`config.mk`:
```
export PLATFORM = sky130hd
export DESIGN_NAME = ppig_iter
export DESIGN_NICKNAME = d
export VERILOG_FILES = /design/src/ppig_pkg.sv /design/src/ppig_iter.sv
export SDC_FILE = /design/constraint.sdc
export NUM_CORES = 1
export LEC_CHECK = 0
export ABC_AREA = 1
export BUFFER_PORTS_ARGS = -buffer_cell sky130_fd_sc_hd__clkbuf_2
export CORE_MARGIN = 2
export CORE_UTILIZATION = 30
export DETAILED_ROUTE_END_ITERATION = 6
export SLEW_MARGIN = 15
export SYNTH_ARGS = -nofsm -noshare
export SYNTH_HDL_FRONTEND = slang
export SYNTH_SLANG_ARGS = --single-unit
```
`constraint.sdc`:
```
create_clock -name clk -period 1.2 [get_ports clk]
set_input_delay 0.18 -clock clk [delete_from_list [all_inputs] [get_ports clk]]
set_output_delay 0.18 -clock clk [all_outputs]
set_load 0.05 [all_outputs]
```
`src/ppig_pkg.sv`:
```
`timescale 1ns / 1ps
// Shared constants, types and the arctangent table of the polar palette index generator.
package ppig_pkg;

    localparam int CORDIC_STEPS_DEF = 16;
    localparam int MAX_STEPS        = 24;
    localparam int SQRT_STEPS       = 15;

    localparam int CFG_W   = 11;
    localparam int PIX_W   = 10;
    localparam int IDX_W   = 5;
    localparam int DELTA_W = 12;
    localparam int SQ_W    = 23;
    localparam int RAD_W   = 22;
    localparam int IN_SHIFT = 20;
    localparam int XY_W    = 36;
    localparam int Z_W     = 26;
    localparam int RADICAND_W = 30;
    localparam int REM_W   = 17;
    localparam int ROOT_W  = 15;
    localparam int ATERM_W = 13;
    localparam int PAL_MOD = 31;

    localparam logic signed [Z_W-1:0] HALF_TURN = Z_W'(8388608);

    typedef enum logic {
        REG_IMAGE_WIDTH  = 1'b0,
        REG_IMAGE_HEIGHT = 1'b1
    } cfg_reg_t;

    typedef struct packed {
        logic                         in_disc;
        logic signed [XY_W-1:0]       x;
        logic signed [XY_W-1:0]       y;
        logic signed [Z_W-1:0]        z;
        logic [RADICAND_W-1:0]        v;
        logic [REM_W-1:0]             rem;
        logic [ROOT_W-1:0]            root;
    } iter_t;

    // Arctangent of 2^-k in turns scaled by 2^24, rounded to nearest.
    function automatic logic signed [Z_W-1:0] atan_turn(input int k);
        logic signed [Z_W-1:0] r;
        begin
            unique case (k)
                0:  r = Z_W'(2097152);
                1:  r = Z_W'(1238021);
                2:  r = Z_W'(654136);
                3:  r = Z_W'(332050);
                4:  r = Z_W'(166669);
                5:  r = Z_W'(83416);
                6:  r = Z_W'(41718);
                7:  r = Z_W'(20860);
                8:  r = Z_W'(10430);
                9:  r = Z_W'(5215);
                10: r = Z_W'(2608);
                11: r = Z_W'(1304);
                12: r = Z_W'(652);
                13: r = Z_W'(326);
                14: r = Z_W'(163);
                15: r = Z_W'(81);
                16: r = Z_W'(41);
                17: r = Z_W'(20);
                18: r = Z_W'(10);
                19: r = Z_W'(5);
                20: r = Z_W'(3);
                21: r = Z_W'(1);
                22: r = Z_W'(1);
                default: r = '0;
            endcase
            return r;
        end
    endfunction

endpackage

```
`src/ppig_iter.sv`:
```
`timescale 1ns / 1ps
// One pipeline stage: a CORDIC vectoring step and/or a square root digit step, each enabled by a parameter.
module ppig_iter
    import ppig_pkg::*;
#(
    parameter int STEP      = 0,
    parameter bit DO_CORDIC = 1'b1,
    parameter bit DO_SQRT   = 1'b1
) (
    input  logic  clk,
    input  logic  rst_n,
    input  logic  adv,
    input  logic  in_valid,
    input  iter_t in_data,
    output logic  out_valid,
    output iter_t out_data
);

    logic  valid_reg;
    iter_t data_reg;
    iter_t data_next;

    logic signed [XY_W-1:0] xs;
    logic signed [XY_W-1:0] ys;
    logic [REM_W+1:0]       rem_sh;
    logic [REM_W+1:0]       trial;

    always_comb
    begin
        data_next = in_data;
        xs = in_data.x >>> STEP;
        ys = in_data.y >>> STEP;
        rem_sh = {in_data.rem, in_data.v[RADICAND_W-1 -: 2]};
        trial  = {2'b00, in_data.root, 2'b01};
        if (DO_CORDIC)
        begin
            if (in_data.y > 0)
            begin
                data_next.x = in_data.x + ys;
                data_next.y = in_data.y - xs;
                data_next.z = in_data.z + atan_turn(STEP);
            end
            else if (in_data.y < 0)
            begin
                data_next.x = in_data.x - ys;
                data_next.y = in_data.y + xs;
                data_next.z = in_data.z - atan_turn(STEP);
            end
        end
        if (DO_SQRT)
        begin
            data_next.v = {in_data.v[RADICAND_W-3:0], 2'b00};
            if (rem_sh >= trial)
            begin
                data_next.rem  = REM_W'(rem_sh - trial);
                data_next.root = {in_data.root[ROOT_W-2:0], 1'b1};
            end
            else
            begin
                data_next.rem  = REM_W'(rem_sh);
                data_next.root = {in_data.root[ROOT_W-2:0], 1'b0};
            end
        end
    end

    always_ff @(posedge clk or negedge rst_n)
    begin
        if (!rst_n)
            valid_reg <= 1'b0;
        else if (adv)
            valid_reg <= in_valid;
    end

    always_ff @(posedge clk)
    begin
        if (adv)
            data_reg <= data_next;
    end

    assign out_valid = valid_reg;
    assign out_data  = data_reg;

endmodule

```
* Yosys cells after proc, flatten, opt, wreduce, memory -nomap -nowiden
Index checks and enable logic that the tools add are counted.
Storage, ports and cells: flip-flop bits (word level) 160, bits of input ports 165, output and inout bits 162, logic and storage cells 20
Cells by class: add/subtract/negate cells 6, magnitude comparators 3, muxes and demuxes 3
Operators by type and width (number):
- $mux W98 | 2
- $sub A36 B36 Y36 | 2
- $add A36 B36 Y36 | 1
- $gt A36 B1 Y1 const B | 1
- $lt A36 B1 Y1 const B | 1
- $mux W32 | 1
- $add A26 B23 Y26 const B | 1
- $sub A26 B23 Y26 const B | 1
- $ge A19 B17 Y1 | 1
- $sub A17 B17 Y17 | 1

* Longest topological paths before layout
Gate-level depths: netlist of run 1.
word-level depth 3, gate-level depth with buffers 18, depth with buffers taken out 17

* Least setup slack after synthesis of run 1
No wires, ideal clock.
path kind input -> register, from input port in_data[88] (netlist name), to register data_reg, in the netlist out_data[120] (data pin), library setup time 253 ps, data arrival time 1686 ps, required time 947 ps, setup slack -739 ps, stages on the path 13, path buffers 0, cells stage by stage inv_1 > ha_1 > fa_1 > o21ai_1 > nand2_1 > nand2_1 > nand2_1 > nand2_1 > nand2_1 > nand2_1 > nand2_1 > nand3_1 > nand2_1
RTL lines:
- start: declaration | line ppig_iter.sv:14 | input iter_t in_data,
- end signal: assignment | line ppig_iter.sv:77 | data_reg <= data_next;
- end: declaration | line ppig_iter.sv:20 | iter_t data_reg;

==> run_summary.xml, run 1 <==
<?xml version="1.0" encoding="UTF-8"?>
<metrics>
  <group name="power">
    <metric name="finalPower" unit="µW">28570</metric>
    <metric name="power.leakage" unit="µW">0.01355</metric>
    <metric name="worst_ir_drop_vdd" unit="V">0.001080</metric>
    <metric name="pwr_density" unit="mW/mm²">994.2</metric>
  </group>
  <group name="cells_and_area">
    <metric name="finish.cell_count_without_fillers" unit="">3594</metric>
    <metric name="layout_commonest_cell" unit="">buf_4</metric>
    <metric name="layout-area-overhead-vs-synth" unit="%">97.43</metric>
    <metric name="ratio_of_cells_with_drive_above_1_in_the_final_layout" unit="%">58.71</metric>
    <metric name="layout.cells.most_common_list" unit="">buf_4 (461), nand2_1 (348), buf_6 (223), inv_1 (211), nand2_2 (162)</metric>
    <metric name="layout.filler_cells" unit="">3876</metric>
    <metric name="multi_input_area" unit="mm²">0.01232</metric>
    <metric name="area.sequential" unit="mm²">0.004800</metric>
    <metric name="n_antenna_cell" unit="">0</metric>
    <metric name="nNetsFinal" unit="">3262</metric>
  </group>
  <group name="setup_path">
    <metric name="critical_path_launch_point_type" unit="">input pin</metric>
    <metric name="path_max_fanout" unit="">5</metric>
    <metric name="rrSetupSlack" unit="ps">390</metric>
    <metric name="arrival" unit="ps">1950</metric>
    <metric name="end_kind" unit="">flip-flop</metric>
    <metric name="worstSetupPathType" unit="">in -&gt; reg</metric>
    <metric name="crit_required" unit="ps">1430</metric>
  </group>
  <group name="run">
    <metric name="drv.max_cap_violation_count" unit="">0</metric>
  </group>
  <group name="clock_tree">
    <metric name="number_of_buffers_on_the_longest_clock_path" unit="">2</metric>
    <metric name="tritoncts_clock_tree" unit="">done</metric>
    <metric name="root_buffer_selected_by_cts" unit="">clkbuf_16</metric>
    <metric name="numCtsBuffers" unit="">17</metric>
    <metric name="numClockSinks" unit="">160</metric>
    <metric name="clk-insertion-delay-late" unit="ps">500</metric>
    <metric name="worst_setup_hold_path_clk_slew" unit="ps">70</metric>
    <metric name="htree_levels" unit="">4</metric>
  </group>
  <group name="timing">
    <metric name="report.final.setup_viol" unit="">255</metric>
    <metric name="timing.final.crit_share" unit="%">142.8</metric>
    <metric name="tightestPinTransition" unit="ps">498.6</metric>
    <metric name="maxClockFrequency" unit="MHz">583.5</metric>
    <metric name="fin_worst_hold_slack" unit="ps">-0.3764</metric>
    <metric name="finClkSkew" unit="ps">0</metric>
    <metric name="period_minus_slack" unit="ps">1714</metric>
    <metric name="hold_viol_final" unit="">1</metric>
    <metric name="slew_viol_final" unit="">0</metric>
    <metric name="worst_slew_margin_rel" unit="%">66.41</metric>
    <metric name="worst_slack" unit="ps">-513.8</metric>
    <metric name="setup_repair_after_global_routing_missed_its_margin" unit="">true</metric>
  </group>
  <group name="synthesis">
    <metric name="async_reset_ff_share" unit="%">0.6250</metric>
    <metric name="post_synth_instance_area" unit="mm²">0.01456</metric>
    <metric name="postSynthRegisterBits" unit="">160</metric>
    <metric name="synth_edf_count" unit="">159</metric>
    <metric name="seq_area_frac_synth" unit="%">32.98</metric>
    <metric name="primary_flip_flop_cell_chosen_by_synthesis_mapping" unit="">edfxtp_1</metric>
    <metric name="total_of_warnings_raised_by_yosys" unit="">0</metric>
    <metric name="synth_area_per_cell" unit="µm²">7.145</metric>
    <metric name="yosys_cell_types" unit="">50</metric>
    <metric name="syn_inst_count" unit="">2037</metric>
  </group>
  <group name="die">
    <metric name="die_h" unit="µm">224.3</metric>
    <metric name="die_area" unit="mm²">0.05029</metric>
    <metric name="fp.coreArea" unit="mm²">0.04785</metric>
    <metric name="std_cell_rows" unit="">80</metric>
    <metric name="start_util" unit="%">30.42</metric>
    <metric name="die_w" unit="µm">224.3</metric>
    <metric name="number_of_i_o_pins" unit="">327</metric>
  </group>
  <group name="place">
    <metric name="placement.io_buffers" unit="">324</metric>
    <metric name="dp_hpwl" unit="µm">54600</metric>
    <metric name="gp_congestion" unit="">0.9574</metric>
    <metric name="placedCellCount" unit="">3359</metric>
  </group>
  <group name="grt">
    <metric name="grt_start_max_net_pins" unit="">47</metric>
    <metric name="antenna_found_initial" unit="">0</metric>
    <metric name="grt_first_pass_wirelength" unit="µm">102400</metric>
    <metric name="grtUsageTotal" unit="%">27.26</metric>
    <metric name="grt_remaining_overflow" unit="">0</metric>
    <metric name="first_global_vias" unit="">17650</metric>
  </group>
  <group name="detailed_routing">
    <metric name="detailroute.via_count" unit="">18200</metric>
    <metric name="drt_iter0_drc" unit="">1343</metric>
    <metric name="route.final.wire_length" unit="µm">74760</metric>
    <metric name="drt_pre_antenna_iters" unit="">5</metric>
    <metric name="drt-vias-per-instance" unit="">5.063</metric>
    <metric name="drc_errors" unit="">0</metric>
    <metric name="detail-route-antenna-nets" unit="">0</metric>
    <metric name="detail_route.wl_per_cell" unit="µm">20.80</metric>
  </group>
  <group name="run_status">
    <metric name="failed_checks" unit="">hold timing, setup timing</metric>
    <metric name="run_status" unit="">complete, but fails checks</metric>
  </group>
  <group name="hold_path">
    <metric name="hold_path.class" unit="">in -&gt; reg</metric>
  </group>
</metrics>
==> per-stage QoR <==
step                      instance area [µm²]  hold WS, ps  setup slack (ps)  utilization, %  TNS, ps
after floorplan                         15710       -115.6            -569.9               -   -39840
after global placement                  21070       -45.15             -1475           44.04   -95640
after detailed placement                21070       -43.99             -1448           44.04   -97520
after CTS                               25060        2.343            -384.4           52.38   -45610
after global routing                    28740        4.416            -579.1           60.06   -49850
final                                   28740      -0.3764            -513.8           60.06   -39930
==> registers in the layout, summed over array words and instances, names as in the netlist <==
register,flops
out_data,159
out_valid,1
==> report_power, final <==
part,switching (µW),internal (µW)
Clock,3040,2830
Combinational,8860,6450
Sequential,389,7000
Total,12300,16300
==> what timing repair did <==
action | 4_1_cts | 5_1_grt
endpoints found under the setup margin | 255 | 255
setup buffers | 49 | 81
endpoints found under the hold margin | 71 | 0
hold buffers | 69 | 0
cloned | 4 | 5
pin swaps | 154 | 237
resized for setup | 563 | 1132
==> routing by layer <==
metal | track usage, % | wire [µm] | vias to the layer above
met2 | 46.80 | 36250 | 755
met3 | 3.619 | 4244 | 190
met4 | 12.05 | 3651 | 0
met5 | 0 | 0 | -
met1 | 34.21 | 30610 | 8776
li1 | - | - | 8475
==> worst paths after layout <==
check | start | endpoint | depth (start not counted)
hold / removal | in_data[19] | out_data[21] | 3
hold reg to reg | out_valid | out_valid | 1
min in group asynchronous | rst_n | out_valid | 3
setup reg to reg | out_valid | out_valid | 1
setup / recovery | in_data[96] | out_data[143] | 16
max in group asynchronous | rst_n | out_valid | 3
==> synth_stat cells (3+ instances only) <==
library cell	instances	area (µm²)
nand3_2	4	40.04
clkbuf_1	6	22.52
nand2_1	593	2226
inv_2	9	33.78
o211ai_1	18	135.1
nand3b_1	3	22.52
fa_1	3	60.06
o22ai_1	3	18.77
or2_2	5	31.28
a21oi_1	135	675.7
nor2_1	143	536.8
edfxtp_1	159	4775
o21a_1	4	30.03
buf_6	12	135.1
buf_2	14	70.07
o21bai_1	20	150.1
nor3_1	16	80.08
nor2_2	13	81.33
a21boi_0	3	22.52
nand3_1	193	965.9
xor2_1	53	464.2
nor3_2	4	40.04
nor2_4	5	56.30
inv_1	315	1182
ha_1	128	1602
and2_1	3	18.77
nand4_1	21	131.4
a21o_1	5	37.54
o21ai_0	76	380.4
o21ai_1	11	55.05
xnor2_1	4	35.03
buf_4	21	157.7
nand2_2	13	81.33
==> worst max-delay path, cell delays in order <==
cell	delay, ps
clkbuf_16	120
inv_12	30
ha_4	260
buf_12	140
nor2_4	180
inv_2	100
nor2_4	140
buf_6	130
nand2_4	70
nand2_4	70
nand2_4	50
nand2_4	90
buf_6	110
o21ai_2	70
nand3_1	70
o211ai_1	120
==> cell families (layout without fill, tap and decap cells) <==
family                   after synthesis  in the layout  synth area share, %
AO/OA/AOI/OAI                        284            284                10.95
XOR/XNOR                              57             57                3.430
adder cells (fa/ha/maj)              131            131                11.42
buffers and inverters                381           1319                11.18
flip-flops                           160            160                32.98
multiplexers                           1              1              0.07736
other                                  1              2              0.02576
AND/OR/NAND/NOR                     1022           1025                29.95
==> final cells by class <==
cell class                 instances  share of cell area, %
multi-input combinational       1500                  42.87
clock inverter                    15                 0.6618
timing repair buffer             962                  30.73
sequential                       160                  16.70
tap                              615                  2.678
inverter                         325                  4.877
clock buffer                      17                  1.480
(Power assumes the default switching activity.)
==> run 2, diff against run 1 <==
Settings changed: ABC_AREA 1 to not set.
==> run 2 against run 1 <==
Against the previous run: the run ends with setup timing left; die area shrank 6.4%; flip-flop and latch count is the same; combinational power shrank 4%; largest cell class unchanged; highest routed layer is now met5.
==> run_summary.xml, run 2 <==
<?xml version="1.0" encoding="UTF-8"?>
<metrics>
  <group name="clock_tree">
    <metric name="clk-insertion-delay-late" unit="ps">500</metric>
    <metric name="numClockSinks" unit="">160</metric>
    <metric name="numCtsBuffers" unit="">17</metric>
    <metric name="root_buffer_selected_by_cts" unit="">clkbuf_16</metric>
    <metric name="htree_levels" unit="">4</metric>
    <metric name="number_of_buffers_on_the_longest_clock_path" unit="">2</metric>
    <metric name="worst_setup_hold_path_clk_slew" unit="ps">70</metric>
    <metric name="tritoncts_clock_tree" unit="">done</metric>
  </group>
  <group name="grt">
    <metric name="grt_remaining_overflow" unit="">0</metric>
    <metric name="grtUsageTotal" unit="%">28.75</metric>
    <metric name="first_global_vias" unit="">17310</metric>
    <metric name="antenna_found_initial" unit="">4</metric>
    <metric name="grt_start_max_net_pins" unit="">38</metric>
    <metric name="grt_first_pass_wirelength" unit="µm">102400</metric>
  </group>
  <group name="cells_and_area">
    <metric name="nNetsFinal" unit="">2837</metric>
    <metric name="layout.filler_cells" unit="">3623</metric>
    <metric name="largest_reg_flops" unit="">159</metric>
    <metric name="layout.cells.most_common_list" unit="">buf_4 (574), edfxtp_1 (159), clkbuf_2 (141), a21oi_1 (129), inv_1 (113)</metric>
    <metric name="ratio_of_cells_with_drive_above_1_in_the_final_layout" unit="%">55.44</metric>
    <metric name="finalInstanceArea" unit="mm²">0.02720</metric>
    <metric name="layout_commonest_cell" unit="">buf_4</metric>
    <metric name="layout-area-overhead-vs-synth" unit="%">99.84</metric>
  </group>
  <group name="run_status">
    <metric name="run_status" unit="">complete, but fails checks</metric>
    <metric name="failed_checks" unit="">setup timing</metric>
  </group>
  <group name="setup_path">
    <metric name="rrSetupSlack" unit="ps">420</metric>
    <metric name="start_of_the_worst_register_to_register_path" unit="">out_valid</metric>
    <metric name="endpoint" unit="">out_data[157]</metric>
    <metric name="path_max_fanout" unit="">3</metric>
    <metric name="end_kind" unit="">flip-flop</metric>
    <metric name="worstSetupPathType" unit="">in -&gt; reg</metric>
    <metric name="crit_required" unit="ps">1450</metric>
    <metric name="arrival" unit="ps">2760</metric>
    <metric name="critical_path_launch_point_type" unit="">input pin</metric>
    <metric name="r2r_cells" unit="">1</metric>
    <metric name="regToRegEndpoint" unit="">out_valid</metric>
    <metric name="critical_path.startpoint" unit="">in_data[89]</metric>
  </group>
  <group name="place">
    <metric name="gp_congestion" unit="">0.9620</metric>
    <metric name="dpl_cell_area" unit="mm²">0.02103</metric>
    <metric name="dp_hpwl" unit="µm">50490</metric>
    <metric name="placement.io_buffers" unit="">324</metric>
  </group>
  <group name="synthesis">
    <metric name="synth_top_area_cell" unit="">edfxtp_1</metric>
    <metric name="total_of_warnings_raised_by_yosys" unit="">0</metric>
    <metric name="synth_area_per_cell" unit="µm²">8.955</metric>
    <metric name="yosys_cell_types" unit="">94</metric>
    <metric name="post_synth_instance_area" unit="mm²">0.01361</metric>
    <metric name="synth_top_area_share" unit="%">35.08</metric>
    <metric name="primary_flip_flop_cell_chosen_by_synthesis_mapping" unit="">edfxtp_1</metric>
    <metric name="synthTopCellsByArea" unit="">edfxtp_1 (35%), ha_1 (12%), a21oi_1 (6.9%), inv_1 (3.7%), o21ai_0 (2.8%)</metric>
    <metric name="postSynthRegisterBits" unit="">160</metric>
    <metric name="syn_inst_count" unit="">1520</metric>
    <metric name="leading_cell_types_by_count_after_synthesis" unit="">a21oi_1 (189), edfxtp_1 (159), inv_1 (133)</metric>
    <metric name="seq_area_frac_synth" unit="%">35.26</metric>
    <metric name="synth_edf_count" unit="">159</metric>
    <metric name="top_count_cell_post_synth" unit="">a21oi_1</metric>
    <metric name="async_reset_ff_share" unit="%">0.6250</metric>
  </group>
  <group name="detailed_routing">
    <metric name="routed-wl-met2" unit="µm">34640</metric>
    <metric name="route.final.wire_length" unit="µm">70980</metric>
    <metric name="dr_wl_met3" unit="µm">4801</metric>
    <metric name="top_layer_used_by_detailed_routing" unit="">met5</metric>
    <metric name="drt_iter0_drc" unit="">1407</metric>
    <metric name="drt_pre_antenna_iters" unit="">7</metric>
    <metric name="wirelength_met1" unit="µm">28300</metric>
    <metric name="detail-route-antenna-nets" unit="">0</metric>
    <metric name="detailroute.via_count" unit="">17030</metric>
    <metric name="drc_errors" unit="">0</metric>
    <metric name="detail_route.wl_per_cell" unit="µm">22.47</metric>
    <metric name="drt-vias-per-instance" unit="">5.389</metric>
  </group>
  <group name="power">
    <metric name="worst_ir_drop_vdd" unit="V">0.001025</metric>
    <metric name="pwr_density" unit="mW/mm²">1030</metric>
    <metric name="power.leakage" unit="µW">0.01205</metric>
  </group>
  <group name="die">
    <metric name="start_util" unit="%">30.19</metric>
    <metric name="number_of_i_o_pins" unit="">327</metric>
    <metric name="die_area" unit="mm²">0.04709</metric>
    <metric name="fp.coreArea" unit="mm²">0.04509</metric>
    <metric name="std_cell_rows" unit="">78</metric>
    <metric name="die_w" unit="µm">217.0</metric>
    <metric name="die_h" unit="µm">217.0</metric>
  </group>
  <group name="timing">
    <metric name="period_minus_slack" unit="ps">2506</metric>
    <metric name="report.final.setup_viol" unit="">255</metric>
    <metric name="worst_slew_margin_rel" unit="%">63.97</metric>
    <metric name="worst_slack" unit="ps">-1306</metric>
    <metric name="tightestPinTransition" unit="ps">540.5</metric>
    <metric name="final_tns_setup" unit="ps">-103330</metric>
    <metric name="setup_repair_after_global_routing_missed_its_margin" unit="">true</metric>
    <metric name="hold_viol_final" unit="">0</metric>
    <metric name="finClkSkew" unit="ps">0</metric>
    <metric name="timing.final.crit_share" unit="%">208.8</metric>
    <metric name="slew_viol_final" unit="">0</metric>
    <metric name="maxClockFrequency" unit="MHz">399.1</metric>
  </group>
  <group name="hold_path">
    <metric name="hold_path.class" unit="">in -&gt; reg</metric>
  </group>
  <group name="run">
    <metric name="drv.max_cap_violation_count" unit="">0</metric>
  </group>
</metrics>
[run 2: cell count changes after synthesis, sizes merged, moves of 52 or more]
| cell | delta |
|---|---|
| nand2 | -534 |
| inv | -184 |
| nand3 | -176 |
| nor2 | -61 |
| a21oi | +54 |
| clkbuf | +52 |
[run 2: per-layer routing]
metal | up-vias | global-route usage, %
li1 | 7774 | -
met1 | 8255 | 34.54
met2 | 812 | 49.71
met3 | 182 | 5.129
met4 | 2 | 13.58
met5 | - | 0
[run 2: power breakdown]
| part | total [µW] | switching, µW | internal, µW | leakage [µW] |
|---|---|---|---|---|
| registers | 7450 | 453 | 7000 | 0.00157 |
| clock network | 5850 | 3020 | 2830 | 0.000295 |
| logic | 14700 | 7950 | 6760 | 0.0102 |
[run 2: kinds of logic (layout without fill, tap and decap cells)]
group	after synthesis	in the layout	synth area share (%)
other	1	7	0.02755
AND/OR/NAND/NOR	360	361	13.23
XOR/XNOR	30	30	1.930
adder cells (fa/ha/maj)	131	131	12.21
flip-flops	160	160	35.26
buffers and inverters	222	1254	6.306
AO/OA/AOI/OAI	595	595	29.32
multiplexers	21	21	1.719
[run 2: worst max-delay path: stages]
cell,delay (ps)
buf_8,80
clkinvlp_4,110
ha_4,250
nor2b_4,110
o211ai_1,120
buf_4,170
a31oi_4,250
a31oi_4,170
o21ai_4,250
nand4_1,130
a21oi_2,270
mux2_4,320
a221o_1,320
[run 2: final cells by class]
cell class	count	area [µm²]	share of cell area [%]
tap	600	750.7	2.760
multi-input combinational	1140	10370	38.13
antenna	5	12.51	0.04600
sequential	160	4800	17.64
inverter	141	603.1	2.217
clock inverter	15	192.7	0.7083
timing repair buffer	1081	10050	36.93
clock buffer	17	425.4	1.564
[run 2: stage by stage]
| stage | cells | total power (µW) | worst slack (ps) | hold WS (ps) | utilization [%] |
|---|---|---|---|---|---|
| floorplan | 1521 | 13760 | -1458 | -115.6 | - |
| global placement | 2936 | 18420 | -1908 | -44.47 | 46.51 |
| detailed placement | 2938 | 18530 | -1911 | -43.42 | 46.63 |
| CTS | 3119 | 26960 | -1184 | 9.492 | 57.99 |
| global route | 3159 | 28990 | -1327 | -0.5593 | 60.33 |
| finish | 3159 | 28010 | -1306 | 15.48 | 60.33 |
[run 2: worst min-delay path by stage]
stage                startpoint      endpoint  cells past startpoint
finish              in_data[15]  out_data[17]                      2
global route        in_data[15]  out_data[17]                      2
CTS                 in_data[19]  out_data[21]                      2
detailed placement        rst_n     out_valid                      1
global placement          rst_n     out_valid                      1
floorplan                 rst_n     out_valid                      0
[run 2: what timing repair did]
item	4_1_cts	5_1_grt
hold endpoints to repair	72	0
pin swaps	144	104
buffers inserted	76	45
resized for setup	630	239
hold buffers	73	0
gates cloned	8	0
endpoints found under the setup margin	255	255
==> run 3, diff against run 2 <==
==> constraint.sdc (replaced) <==
create_clock -name clk -period 1.2 [get_ports clk]
set_input_delay 0.06 -clock clk [delete_from_list [all_inputs] [get_ports clk]]
set_output_delay 0.06 -clock clk [all_outputs]
set_load 0.05 [all_outputs]
==> run 3 against run 2 <==
Against the previous run: the run ends with hold timing, setup timing left; largest power group unchanged; via count down 1.3%; sequential power fell by 2%; power decreased by 3.4%; critical endpoint unchanged; die area unchanged; register-to-register slack better by 30 ps; clock-buffer cell count is the same; worst setup slack gained 130 ps; clock power shrank 1%; non-clock buffer count is 6 higher.
==> run_summary.xml, run 3 (synthesis gave the netlist of run 2 again) <==
<?xml version="1.0" encoding="UTF-8"?>
<metrics>
  <group name="grt">
    <metric name="first_global_vias" unit="">17140</metric>
    <metric name="grtUsageTotal" unit="%">28.18</metric>
    <metric name="grt_start_max_net_pins" unit="">85</metric>
    <metric name="antenna_found_initial" unit="">2</metric>
    <metric name="grt_first_pass_wirelength" unit="µm">100600</metric>
    <metric name="grt_remaining_overflow" unit="">0</metric>
  </group>
  <group name="detailed_routing">
    <metric name="detail-route-antenna-nets" unit="">0</metric>
    <metric name="drt_iter0_drc" unit="">1259</metric>
    <metric name="detail_route.wl_per_cell" unit="µm">21.63</metric>
    <metric name="drt_pre_antenna_iters" unit="">5</metric>
    <metric name="detailroute.via_count" unit="">16800</metric>
    <metric name="route.final.wire_length" unit="µm">68380</metric>
    <metric name="drc_errors" unit="">0</metric>
    <metric name="drt-vias-per-instance" unit="">5.315</metric>
  </group>
  <group name="clock_tree">
    <metric name="numCtsBuffers" unit="">17</metric>
    <metric name="numClockSinks" unit="">160</metric>
    <metric name="worst_setup_hold_path_clk_slew" unit="ps">70</metric>
    <metric name="clk-insertion-delay-late" unit="ps">500</metric>
    <metric name="tritoncts_clock_tree" unit="">done</metric>
    <metric name="number_of_buffers_on_the_longest_clock_path" unit="">2</metric>
    <metric name="htree_levels" unit="">4</metric>
    <metric name="root_buffer_selected_by_cts" unit="">clkbuf_16</metric>
  </group>
  <group name="cells_and_area">
    <metric name="multi_input_area" unit="mm²">0.01027</metric>
    <metric name="largest_reg_flops" unit="">159</metric>
    <metric name="layout.cells.most_common_list" unit="">buf_4 (586), clkbuf_2 (162), edfxtp_1 (159), a21oi_1 (133), inv_1 (114)</metric>
    <metric name="final_core_util" unit="%">57.90</metric>
    <metric name="layout_commonest_cell" unit="">buf_4</metric>
    <metric name="ratio_of_cells_with_drive_above_1_in_the_final_layout" unit="%">54.75</metric>
    <metric name="layout.filler_cells" unit="">3789</metric>
    <metric name="layout-area-overhead-vs-synth" unit="%">91.78</metric>
    <metric name="nNetsFinal" unit="">2842</metric>
    <metric name="finish.cell_count_without_fillers" unit="">3161</metric>
    <metric name="area.sequential" unit="mm²">0.004800</metric>
  </group>
  <group name="setup_path">
    <metric name="crit_required" unit="ps">1440</metric>
    <metric name="critical_path_launch_point_type" unit="">input pin</metric>
    <metric name="end_kind" unit="">flip-flop</metric>
    <metric name="worstSetupPathType" unit="">in -&gt; reg</metric>
    <metric name="path_max_fanout" unit="">3</metric>
    <metric name="arrival" unit="ps">2620</metric>
  </group>
  <group name="run_status">
    <metric name="run_status" unit="">complete, but fails checks</metric>
    <metric name="failed_checks" unit="">hold timing, setup timing</metric>
  </group>
  <group name="place">
    <metric name="gp_congestion" unit="">0.9675</metric>
    <metric name="dp_hpwl" unit="µm">50070</metric>
    <metric name="place_worst_setup_slack" unit="ps">-1797</metric>
    <metric name="placedCellCount" unit="">2948</metric>
    <metric name="placement.io_buffers" unit="">324</metric>
  </group>
  <group name="die">
    <metric name="fp.coreArea" unit="mm²">0.04509</metric>
    <metric name="std_cell_rows" unit="">78</metric>
    <metric name="number_of_i_o_pins" unit="">327</metric>
    <metric name="die_w" unit="µm">217.0</metric>
    <metric name="start_util" unit="%">30.19</metric>
    <metric name="die_h" unit="µm">217.0</metric>
    <metric name="die_area" unit="mm²">0.04709</metric>
  </group>
  <group name="timing">
    <metric name="timing.final.crit_share" unit="%">198.3</metric>
    <metric name="maxClockFrequency" unit="MHz">420.2</metric>
    <metric name="worst_slew_margin_rel" unit="%">59.34</metric>
    <metric name="finClkSkew" unit="ps">0</metric>
    <metric name="period_minus_slack" unit="ps">2380</metric>
    <metric name="slew_viol_final" unit="">0</metric>
    <metric name="final_tns_setup" unit="ps">-78970</metric>
    <metric name="fin_worst_hold_slack" unit="ps">-17.41</metric>
    <metric name="tightestPinTransition" unit="ps">594.6</metric>
    <metric name="setup_repair_after_global_routing_missed_its_margin" unit="">true</metric>
    <metric name="hold_viol_final" unit="">1</metric>
    <metric name="report.final.setup_viol" unit="">103</metric>
    <metric name="worst_slack" unit="ps">-1180</metric>
  </group>
  <group name="power">
    <metric name="worst_ir_drop_vdd" unit="V">0.001035</metric>
    <metric name="power.leakage" unit="µW">0.01164</metric>
    <metric name="pwr_density" unit="mW/mm²">1036</metric>
  </group>
  <group name="hold_path">
    <metric name="hold_path.class" unit="">in -&gt; reg</metric>
  </group>
  <group name="run">
    <metric name="drv.max_cap_violation_count" unit="">0</metric>
  </group>
</metrics>
run 3: stage by stage:
step / total power [µW] / cell area [µm²]
finish: 27050 / 26110
CTS: 26260 / 25130
floorplan: 13760 / 14550
global placement: 18450 / 21020
global route: 28130 / 26110
detailed placement: 18560 / 21040
run 3: report_power, final:
group | internal, µW | switching [µW] | total (µW)
clock | 2830 | 2960 | 5780
combinational | 6130 | 7840 | 14000
sequential | 6980 | 308 | 7290
total | 15900 | 11100 | 27000
run 3: final timing paths:
check	start	to	slack, ps	cells after the start
min	in_data[124]	out_data[124]	-20	3
min reg2reg	out_valid	out_valid	530	1
max in group asynchronous	rst_n	out_valid	700	3
min in group asynchronous	rst_n	out_valid	400	3
max reg2reg	out_valid	out_valid	450	1
max	in_data[89]	out_data[157]	-1180	13
run 3: what timing repair did:
| item | 4_1_cts | 5_1_grt |
|---|---|---|
| pin swaps | 142 | 102 |
| gates cloned | 4 | 0 |
| hold endpoints to repair | 97 | 0 |
| hold buffers | 90 | 0 |
| gates resized for setup | 453 | 199 |
| setup buffers | 63 | 35 |
| setup endpoints to repair | 217 | 145 |
run 3: cell type report:
cell class	count	area share [%]
Multi-Input combinational cell	1139	39.34
Timing Repair Buffer	1087	34.76
Sequential cell	160	18.39
Tap cell	600	2.876
Inverter	141	2.291
Clock buffer	17	1.630
Clock inverter	15	0.6950
Antenna cell	2	0.01917
run 3: routing by layer:
metal,up-vias,GRT usage (%),share of wire (%)
met5,-,0,0
met4,0,12.99,4.4
met3,171,4.948,6.3
met2,712,48.95,49
met1,8133,33.84,41
li1,7785,-,-
run 3: critical path: stages:
cell        delay [ps]
buf_8               80
clkinvlp_4         100
ha_4               250
nor2b_4            130
o211ai_1           110
buf_4              160
a31oi_4            280
a31oi_4            170
o21ai_4            210
nand4_1            150
a21oi_2            260
mux2_4             320
a221o_1            340
